`config.mk`:
```
export PLATFORM = sky130hd
export DESIGN_NAME = polyphonic_saw_voice_engine_unit
export DESIGN_NICKNAME = d
export VERILOG_FILES = /design/src/sv/psv_pkg.sv /design/src/sv/psv_env_unit.sv /design/src/sv/psv_mix_acc.sv /design/src/sv/polyphonic_saw_voice_engine_unit.sv
export SDC_FILE = /design/constraint.sdc
export NUM_CORES = 2
export LEC_CHECK = 0
export ABC_AREA = 0
export ABC_CLOCK_PERIOD_IN_PS = 12700
export BUFFER_PORTS_ARGS = -buffer_cell sky130_fd_sc_hd__buf_2
export CORE_MARGIN = 2
export CORE_UTILIZATION = 55
export DETAILED_ROUTE_END_ITERATION = 6
export GPL_TIMING_DRIVEN = 0
export PLACE_DENSITY = 0.83
export SLEW_MARGIN = 20
export SYNTH_ARGS = -nofsm -noshare
export SYNTH_HDL_FRONTEND = slang
export SYNTH_SLANG_ARGS = --single-unit
```
`constraint.sdc`:
```
create_clock -name clk -period 12.7 [get_ports clk]
set_input_delay 0.635 -clock clk [delete_from_list [all_inputs] [get_ports clk]]
set_output_delay 0.635 -clock clk [all_outputs]
set_load 0.02 [all_outputs]
```
`src/sv/psv_pkg.sv`:
```
// shared types, constants and helpers for the saw voice engine
`default_nettype none
package psv_pkg;

  localparam int unsigned VoicesDefault = 12;
  localparam int unsigned LevelW        = 21;
  localparam int unsigned StepW         = 32;
  localparam int unsigned SumW          = 32;
  localparam logic [LevelW-1:0] LevelOne = 21'd1048576;

  localparam logic [LevelW-1:0] AttackRst  = 21'd1049;
  localparam logic [LevelW-1:0] DecayRst   = 21'd1049;
  localparam logic [LevelW-1:0] SustainRst = 21'd629146;
  localparam logic [LevelW-1:0] ReleaseRst = 21'd52;

  typedef enum logic [1:0] {
    KIND_PRESS   = 2'd0,
    KIND_RELEASE = 2'd1,
    KIND_TICK    = 2'd2,
    KIND_NONE    = 2'd3
  } kind_t;

  typedef enum logic [1:0] {
    REG_ATTACK  = 2'd0,
    REG_DECAY   = 2'd1,
    REG_SUSTAIN = 2'd2,
    REG_RELEASE = 2'd3
  } reg_idx_t;

  typedef enum logic [2:0] {
    ST_IDLE,
    ST_SCAN,
    ST_MIX,
    ST_OUT
  } state_t;

  // envelope registers handed to the voice unit
  typedef struct packed {
    logic [LevelW-1:0] attack;
    logic [LevelW-1:0] decay;
    logic [LevelW-1:0] sustain;
    logic [LevelW-1:0] rel_step;
  } env_cfg_t;

  function automatic logic [StepW-1:0] base_step(input logic [3:0] note);
    logic [StepW-1:0] s;
    case (note)
      4'd0:    s = 32'd51076056;
      4'd1:    s = 32'd54113197;
      4'd2:    s = 32'd57330935;
      4'd3:    s = 32'd60740009;
      4'd4:    s = 32'd64351798;
      4'd5:    s = 32'd68178356;
      4'd6:    s = 32'd72232452;
      4'd7:    s = 32'd76527617;
      4'd8:    s = 32'd81078186;
      4'd9:    s = 32'd85899345;
      4'd10:   s = 32'd91007186;
      4'd11:   s = 32'd96418755;
      default: s = '0;
    endcase
    return s;
  endfunction

  function automatic logic [StepW-1:0] tuning(input logic [3:0] note,
                                              input logic [3:0] octave);
    logic [StepW-1:0] s;
    s = base_step(note);
    if (octave > 4'd4) s = s << (octave - 4'd4);
    else if (octave < 4'd4) s = s >> (4'd4 - octave);
    return s;
  endfunction

endpackage
`default_nettype wire

```
`src/sv/psv_env_unit.sv`:
```
// shared envelope and phase unit, one voice per cycle
`default_nettype none
module psv_env_unit
  import psv_pkg::*;
(
  input  wire env_cfg_t          cfg,
  input  wire logic              held,
  input  wire logic              released,
  input  wire logic [LevelW-1:0] level_in,
  input  wire logic [StepW-1:0]  phase_in,
  input  wire logic [StepW-1:0]  step_in,
  output logic                   freed,
  output logic [LevelW-1:0]      level_out,
  output logic [StepW-1:0]       phase_out,
  output logic signed [9:0]      raw_out,
  output logic [7:0]             mag_out
);
  logic [LevelW:0] sum_att;
  logic [LevelW-1:0] lvl;

  always_comb begin
    lvl     = level_in;
    freed   = 1'b0;
    sum_att = {1'b0, level_in} + {1'b0, cfg.attack};
    if (held) begin
      if (level_in < LevelOne) begin
        lvl = (sum_att > {1'b0, LevelOne}) ? LevelOne : sum_att[LevelW-1:0];
      end else if (level_in > cfg.sustain) begin
        lvl = (cfg.decay >= level_in - cfg.sustain) ? cfg.sustain
                                                    : level_in - cfg.decay;
      end
    end else if (released && level_in != '0) begin
      if (cfg.rel_step >= level_in) begin
        freed = 1'b1;
        lvl   = '0;
      end else begin
        lvl = level_in - cfg.rel_step;
      end
    end
    level_out = lvl;
    phase_out = (!freed && lvl != '0) ? phase_in + step_in : phase_in;
    raw_out   = $signed({2'b00, phase_out[31:24]}) - 10'sd128;
    mag_out   = raw_out[9] ? 8'(-raw_out) : raw_out[7:0];
  end
endmodule
`default_nettype wire

```
`src/sv/psv_mix_acc.sv`:
```
// mix accumulator: registered product, signed sum, shift and clip
`default_nettype none
module psv_mix_acc
  import psv_pkg::*;
(
  input  wire logic              clk,
  input  wire logic              clear,
  input  wire logic              add_en,
  input  wire logic              neg,
  input  wire logic [7:0]        mag,
  input  wire logic [LevelW-1:0] level,
  input  wire logic [3:0]        volume,
  output logic [7:0]             sample
);
  logic [28:0] prod_r, prod_nxt;
  logic        neg_r, vld_r;
  logic signed [SumW-1:0] sum_r, sum_nxt;
  logic signed [SumW-1:0] part, shifted;
  logic [3:0] sh;

  always_comb begin
    prod_nxt = {13'd0, mag} * {8'd0, level};
    part     = $signed({{(SumW-9){1'b0}}, prod_r[28:20]});
    sum_nxt  = sum_r;
    if (clear) sum_nxt = '0;
    else if (vld_r) sum_nxt = neg_r ? sum_r - part : sum_r + part;
  end

  always_ff @(posedge clk) begin
    prod_r <= prod_nxt;
    neg_r  <= neg;
    vld_r  <= add_en;
    sum_r  <= sum_nxt;
  end

  always_comb begin
    sh      = (volume > 4'd8) ? 4'd0 : 4'd8 - volume;
    shifted = sum_r >>> sh;
    if (shifted > 32'sd127) sample = 8'd255;
    else if (shifted < -32'sd128) sample = 8'd0;
    else sample = 8'(shifted + 32'sd128);
  end
endmodule
`default_nettype wire

```
`src/sv/polyphonic_saw_voice_engine_unit.sv`:
```
// top level: voice table, sequencer, shared envelope unit and mixer
//
//   channel | ports                              | notes
//   in      | in_valid/in_ready, kind..volume    | one beat per event
//   out     | out_valid/out_ready, out_sample    | one beat per tick
//   cfg     | cfg_we, cfg_index, cfg_data        | write only, no wait
//
// press and release: the idle state takes the beat, then VOICES+1 walk steps
// follow (the last one commits a press)
// a tick walks all voices through the shared envelope unit, one a cycle, then
// the mix state lets the product register settle into the sum and the out state
// loads the output register once the old sample is taken
// the output register lets the next beat in while a sample waits
// reset clears the voice flags and loads the envelope register defaults
`default_nettype none
module polyphonic_saw_voice_engine_unit
  import psv_pkg::*;
#(
  parameter int unsigned VOICES = VoicesDefault
) (
  input  wire logic        clk,
  input  wire logic        rst_n,
  input  wire logic        in_valid,
  output logic             in_ready,
  input  wire logic [1:0]  in_kind,
  input  wire logic [3:0]  in_note,
  input  wire logic [3:0]  in_octave,
  input  wire logic [3:0]  in_volume,
  output logic             out_valid,
  input  wire logic        out_ready,
  output logic [7:0]       out_sample,
  input  wire logic        cfg_we,
  input  wire logic [1:0]  cfg_index,
  input  wire logic [20:0] cfg_data
);
  localparam int unsigned VW = (VOICES > 1) ? $clog2(VOICES) : 1;
  localparam int unsigned CW = $clog2(VOICES + 1);

  // voice table
  logic [VOICES-1:0] active_r, held_r, rel_r;
  logic [3:0]        note_r   [VOICES];
  logic [3:0]        oct_r    [VOICES];
  logic [StepW-1:0]  step_r   [VOICES];
  logic [StepW-1:0]  phase_r  [VOICES];
  logic [LevelW-1:0] level_r  [VOICES];

  env_cfg_t cfg_r;
  state_t   state_r, state_nxt;
  logic [CW-1:0] idx_r, idx_nxt;
  logic [1:0] drain_r, drain_nxt;
  kind_t      kind_r;
  logic [3:0] note_q_r, oct_q_r, vol_r;
  // search results of the press and release walks
  logic       hit_r, free_found_r;
  logic [VW-1:0] hit_idx_r, free_idx_r;
  logic       out_valid_r;
  logic [7:0] out_sample_r;

  wire [VW-1:0] vi = idx_r[VW-1:0];
  wire in_fire  = in_valid && in_ready;
  wire walking  = (state_r == ST_SCAN) && (idx_r < CW'(VOICES));
  wire match    = active_r[vi] && note_r[vi] == note_q_r && oct_r[vi] == oct_q_r;

  logic              e_freed;
  logic [LevelW-1:0] e_level;
  logic [StepW-1:0]  e_phase;
  logic signed [9:0] e_raw;
  logic [7:0]        e_mag;
  logic [7:0]        mix_sample;

  psv_env_unit u_env (
    .cfg(cfg_r), .held(held_r[vi]), .released(rel_r[vi]),
    .level_in(level_r[vi]), .phase_in(phase_r[vi]), .step_in(step_r[vi]),
    .freed(e_freed), .level_out(e_level), .phase_out(e_phase),
    .raw_out(e_raw), .mag_out(e_mag)
  );

  wire tick_use = walking && kind_r == KIND_TICK && active_r[vi] && !e_freed;

  psv_mix_acc u_mix (
    .clk(clk), .clear(in_fire), .add_en(tick_use), .neg(e_raw[9]),
    .mag(e_mag), .level(e_level), .volume(vol_r), .sample(mix_sample)
  );

  assign in_ready   = (state_r == ST_IDLE);
  assign out_valid  = out_valid_r;
  assign out_sample = out_sample_r;

  // next state
  always_comb begin
    state_nxt = state_r;
    idx_nxt   = idx_r;
    drain_nxt = drain_r;
    unique case (state_r)
      ST_IDLE: if (in_fire) begin
        state_nxt = (kind_t'(in_kind) == KIND_NONE) ? ST_IDLE : ST_SCAN;
        idx_nxt   = '0;
      end
      ST_SCAN: begin
        if (idx_r < CW'(VOICES)) idx_nxt = idx_r + 1'b1;
        else if (kind_r == KIND_TICK) begin
          state_nxt = ST_MIX;
          drain_nxt = '0;
        end else state_nxt = ST_IDLE;
      end
      ST_MIX: begin
        drain_nxt = drain_r + 1'b1;
        if (drain_r == 2'd1) state_nxt = ST_OUT;
      end
      ST_OUT: if (!out_valid_r || out_ready) state_nxt = ST_IDLE;
      default: state_nxt = ST_IDLE;
    endcase
  end

  always_ff @(posedge clk) begin
    if (!rst_n) begin
      state_r      <= ST_IDLE;
      idx_r        <= '0;
      drain_r      <= '0;
      out_valid_r  <= 1'b0;
      active_r     <= '0;
      held_r       <= '0;
      rel_r        <= '0;
      cfg_r        <= '{AttackRst, DecayRst, SustainRst, ReleaseRst};
      hit_r        <= 1'b0;
      free_found_r <= 1'b0;
      for (int i = 0; i < VOICES; i++) begin
        note_r[i]  <= '0;
        oct_r[i]   <= '0;
        step_r[i]  <= '0;
        phase_r[i] <= '0;
        level_r[i] <= '0;
      end
    end else begin
      state_r <= state_nxt;
      idx_r   <= idx_nxt;
      drain_r <= drain_nxt;
      if (state_r == ST_OUT && (!out_valid_r || out_ready)) begin
        out_valid_r  <= 1'b1;
        out_sample_r <= mix_sample;
      end else if (out_valid_r && out_ready) begin
        out_valid_r <= 1'b0;
      end
      if (cfg_we) begin
        unique case (reg_idx_t'(cfg_index))
          REG_ATTACK:  cfg_r.attack   <= cfg_data;
          REG_DECAY:   cfg_r.decay    <= cfg_data;
          REG_SUSTAIN: cfg_r.sustain  <= cfg_data;
          REG_RELEASE: cfg_r.rel_step <= cfg_data;
          default: ;
        endcase
      end
      if (in_fire) begin
        kind_r       <= kind_t'(in_kind);
        note_q_r     <= in_note;
        oct_q_r      <= in_octave;
        vol_r        <= in_volume;
        hit_r        <= 1'b0;
        free_found_r <= 1'b0;
        hit_idx_r    <= '0;
        free_idx_r   <= '0;
      end
      if (walking) begin
        case (kind_r)
          KIND_TICK: if (active_r[vi]) begin
            level_r[vi] <= e_level;
            phase_r[vi] <= e_phase;
            if (e_freed) active_r[vi] <= 1'b0;
          end
          KIND_PRESS: begin
            if (match && !hit_r) begin
              hit_r     <= 1'b1;
              hit_idx_r <= vi;
            end
            if (!active_r[vi] && !free_found_r) begin
              free_found_r <= 1'b1;
              free_idx_r   <= vi;
            end
          end
          KIND_RELEASE: if (match && held_r[vi] && !hit_r) begin
            hit_r      <= 1'b1;
            held_r[vi] <= 1'b0;
            rel_r[vi]  <= 1'b1;
          end
          default: ;
        endcase
      end
      // press commit after the walk
      if (state_r == ST_SCAN && idx_r == CW'(VOICES) && kind_r == KIND_PRESS
          && note_q_r <= 4'd11) begin
        if (hit_r) begin
          held_r[hit_idx_r]  <= 1'b1;
          rel_r[hit_idx_r]   <= 1'b0;
          level_r[hit_idx_r] <= '0;
          phase_r[hit_idx_r] <= '0;
        end else begin
          active_r[free_idx_r] <= 1'b1;
          held_r[free_idx_r]   <= 1'b1;
          rel_r[free_idx_r]    <= 1'b0;
          note_r[free_idx_r]   <= note_q_r;
          oct_r[free_idx_r]    <= oct_q_r;
          step_r[free_idx_r]   <= tuning(note_q_r, oct_q_r);
          level_r[free_idx_r]  <= '0;
          phase_r[free_idx_r]  <= '0;
        end
      end
    end
  end

  // a finished result is never overwritten before it is taken
  a_out_hold: assert property (@(posedge clk) disable iff (!rst_n)
    out_valid && !out_ready |=> out_valid && $stable(out_sample))
    else $error("sample dropped");
  // no beat is taken while the walk runs
  a_busy: assert property (@(posedge clk) disable iff (!rst_n)
    state_r == ST_SCAN |-> !in_ready)
    else $error("ready during walk");
  // the walk index never passes the table end
  a_idx: assert property (@(posedge clk) disable iff (!rst_n)
    idx_r <= CW'(VOICES))
    else $error("index overrun");
endmodule
`default_nettype wire
```
==> impl_metrics.csv <==
group,metric,value,unit
critical_path,cp_data_arrival_time,14570,ps
global_route,antenna_found_initial,6,
detailed_routing,vias_per_cell,6.73,
cells_and_area,fill_cells,11458,
logic_synthesis,synthCells,7241,
logic_synthesis,syn_area,89600,um^2
placed_design,io_buffers,50,
clocking,cts_tree,"done",
sta,max_freq,72.0,MHz
detailed_routing,route.met3.wl,39700,um
clocking,numCtsBuffers,170,
global_route,grt_pass1_wl,428000,um
global_route,grt_usage,0.348,
placed_design,place_hpwl,197000,um
detailed_routing,route.met2.wl,135000,um
placed_design,place_inst,9524,
critical_path,critPathRequiredTime,13390,ps
detailed_routing,drt-total-wl,295000,um
min_path,hold_class,"in2reg",
run,drv_cap,0,
clocking,cts_buffer_depth,3,
critical_path,crit_top_cell,"o21ai_1",
detailed_routing,final_antenna_net_count,0,
logic_synthesis,seq_area_frac_synth,0.555,
floorplan,die_y,408,um
global_route,grt_pass1_vias,65844,
logic_synthesis,async_flop_share,0,
sta,setup_slack,-1180,ps
critical_path,critPathMaxFanout,10,
clocking,clkLatencyLatePin,850,ps
status,violations,"DRC, setup timing",
critical_path,path_class,"reg2reg",
cells_and_area,fin_area,102000,um^2
placed_design,placed_area,94200,um^2
logic_synthesis,synth_top_area_share,0.509,
critical_path,slowest_delay,570,ps
detailed_routing,wire_per_inst,29.6,um
sta,skew,55.6,ps
logic_synthesis,avgSynthCellArea,12.4,um^2
critical_path,endpoint_kind,"register",
floorplan,coreArea,162000,um^2
pwr,p_leak,0.0377,uW
detailed_routing,maxUsedRoutingLayer,"met5",
pwr,power.density,155,nW/um^2
global_route,grt_max_degree,41,
cells_and_area,syn2layout_area_growth,13.7,%
logic_synthesis,synth_warnings,0,
sta,period_needed,13880,ps
sta,whs,27.8,ps
sta,rsz0062_at_grt,"yes",
cells_and_area,drive_gt1_frac,0.168,
pwr,ir_worst_vdd,346,uV
clocking,clock-sinks,1723,
clocking,cts_root_buffer,"clkbuf_16",
sta,setup_viol,9,
logic_synthesis,ys_ff_latch,1723,
critical_path,crit_path_start_kind,"register",
floorplan,die_w,408,um
detailed_routing,drtPass1Iterations,7,
clocking,htreeDepth,4,
logic_synthesis,synth_area_leaders,"edfxtp_1 (51%), mux4_2 (12%), nor2_1 (6.0%), dfxtp_1 (4.6%), ha_1 (3.2%)",
logic_synthesis,syn-num-nets,7634,
sta,period_share,1.09,
sta,relSlewSlack,0.190,
status,status,"finished, violations left",
sta,finalHoldViolCount,0,
sta,timing.setup.tns,-7650,ps
detailed_routing,drtIter0Drc,10580,
floorplan,initial_utilization,0.552,
placed_design,place_congestion,0.993,
floorplan,die-area,166000,um^2
logic_synthesis,ys.flop_type,"edfxtp_1",
sta,final-max-slew-violation-count,0,
logic_synthesis,synth_top_cell_by_area,"edfxtp_1",
detailed_routing,drt-met1-wl,100000,um
floorplan,pin_count,52,
detailed_routing,drcViolationCount,3,
clocking,path_clk_slew,60,ps
logic_synthesis,synth.distinct_cells,103,
floorplan,rows,148,
detailed_routing,vias,67007,
global_route,gr-total-overflow,0,
cells_and_area,final_nets,8027,
logic_synthesis,synth-edff-count,1518,
sta,worst_pin_slew,1210,ps
critical_path,cpMaxStageDelayCell,"a311oi_2",
cells_and_area,fin_cells,9953,
-- state kept, by name, summed over array words and instances (netlist names), 2 cells and up, named ones only --
name and count:
phase_r 512, step_r 512, level_r 336, cfg_r 84, note_r 64, oct_r 64
u_mix.sum_r 32, active_r 12, held_r 12, rel_r 12, u_mix.prod_r 9, out_sample 8
free_idx_r 4, hit_idx_r 4, idx_r 4, note_q_r 4, oct_q_r 4, vol_r 4
drain_r 2, kind_r 2, state_r 2
-- layout make-up --
cell class | instances | area (um^2) | share of cell area
clock inverters | 101 | 1090 | 0.0107
well taps | 2175 | 2720 | 0.0267
plain buffers | 482 | 2310 | 0.0227
repair buffers | 227 | 2410 | 0.0236
clock buffers | 213 | 4500 | 0.0442
diodes | 2 | 5.00 | 0.0000492
multi-input cells | 4680 | 37800 | 0.371
flip-flops and latches | 1723 | 49700 | 0.488
inverters | 350 | 1320 | 0.0130
-- metal layers --
layer  track usage  up-vias
li1              -    27257
met1         0.439    32560
met2         0.547     5878
met3        0.0930     1308
met4         0.199        4
met5             0        -
-- logic make-up (layout without fill, tap and decap cells) --
group	after synthesis	after routing	share of synthesized area
buf+inv	838	1373	0.0361
compound gates	933	933	0.0689
simple gates	2574	2574	0.123
flops	1723	1723	0.555
fa+ha+maj	351	351	0.0590
mux	676	676	0.144
xor+xnor	146	146	0.0149
other cells	0	2	0
-- Yosys cell counts, drive strengths merged (83+ instances only) --
master and instances:
mux4 484, nand2 575, ha 232, clkbuf 405, o21ai 163, inv 345
a21oi 292, nor3 86, xnor2 106, nor2 1432, nand3 95, edfxtp 1518
fa 119, mux2i 175, dfxtp 205, buf 83
-- what timing repair did --
action | 4_1_cts | 5_1_grt
pin swaps | 89 | 35
resized for setup | 254 | 39
buffers inserted | 95 | 19
hold buffers | 5 | 0
hold endpoints to repair | 5 | 0
gates cloned | 1 | 0
endpoints found under the setup margin | 35 | 9
-- through the flow --
stage                     power (uW)  setup WS [ps]   util
final                          15800          -1180  0.628
after global routing           16400          -1500  0.628
after CTS                      15500           -727  0.626
after detailed placement       10200          -5190  0.580
after global placement         10000          -5660  0.571
after floorplan                 9100           10.9      -
-- worst max-delay path, delay by kind of cell (launching register included) --
family	cells	cell delay [ps]
compound gates	33	6190
fa+ha+maj	9	2830
buf+inv	13	1740
simple gates	12	1540
mux	2	600
xor+xnor	2	440
flops	1	380
-- cells in the final DEF (no fill, tap or decap), drive strengths merged, types with 21 or more instances in the layout --
cell type  instances
edfxtp          1518
nor2            1432
clkbuf           617
nand2            575
mux4             484
inv              354
a21oi            292
buf              292
ha               232
dfxtp            205
mux2i            175
o21ai            163
fa               119
xnor2            106
nand3             95
nor3              86
clkinv            78
nand2b            72
a21o              72
a211oi            58
and2              53
nor2b             51
and3              49
o211ai            46
or2               40
xor2              40
a22oi             38
nand4             30
a31oi             28
o21a              27
or3               23
nor4              22
a221oi            21
-- worst paths after layout --
check	from	to	slack, ps	cells past startpoint
setup / recovery	register	u_mix.prod_r[27]	-1180	71
hold / removal	in_note[1]	note_q_r[1]	30	1
setup reg to reg	register	u_mix.prod_r[27]	-1180	71
hold reg to reg	held_r[1]	held_r[1]	460	2
-- where the power goes --
group | leakage (uW) | internal, uW | total [uW] | switching [uW]
logic | 0.0181 | 1680 | 4210 | 2530
clock network | 0.00272 | 2850 | 5130 | 2290
registers | 0.0168 | 6350 | 6460 | 107
total | 0.0377 | 10900 | 15800 | 4930
No activity file was read; power rests on OpenSTA's default activity.
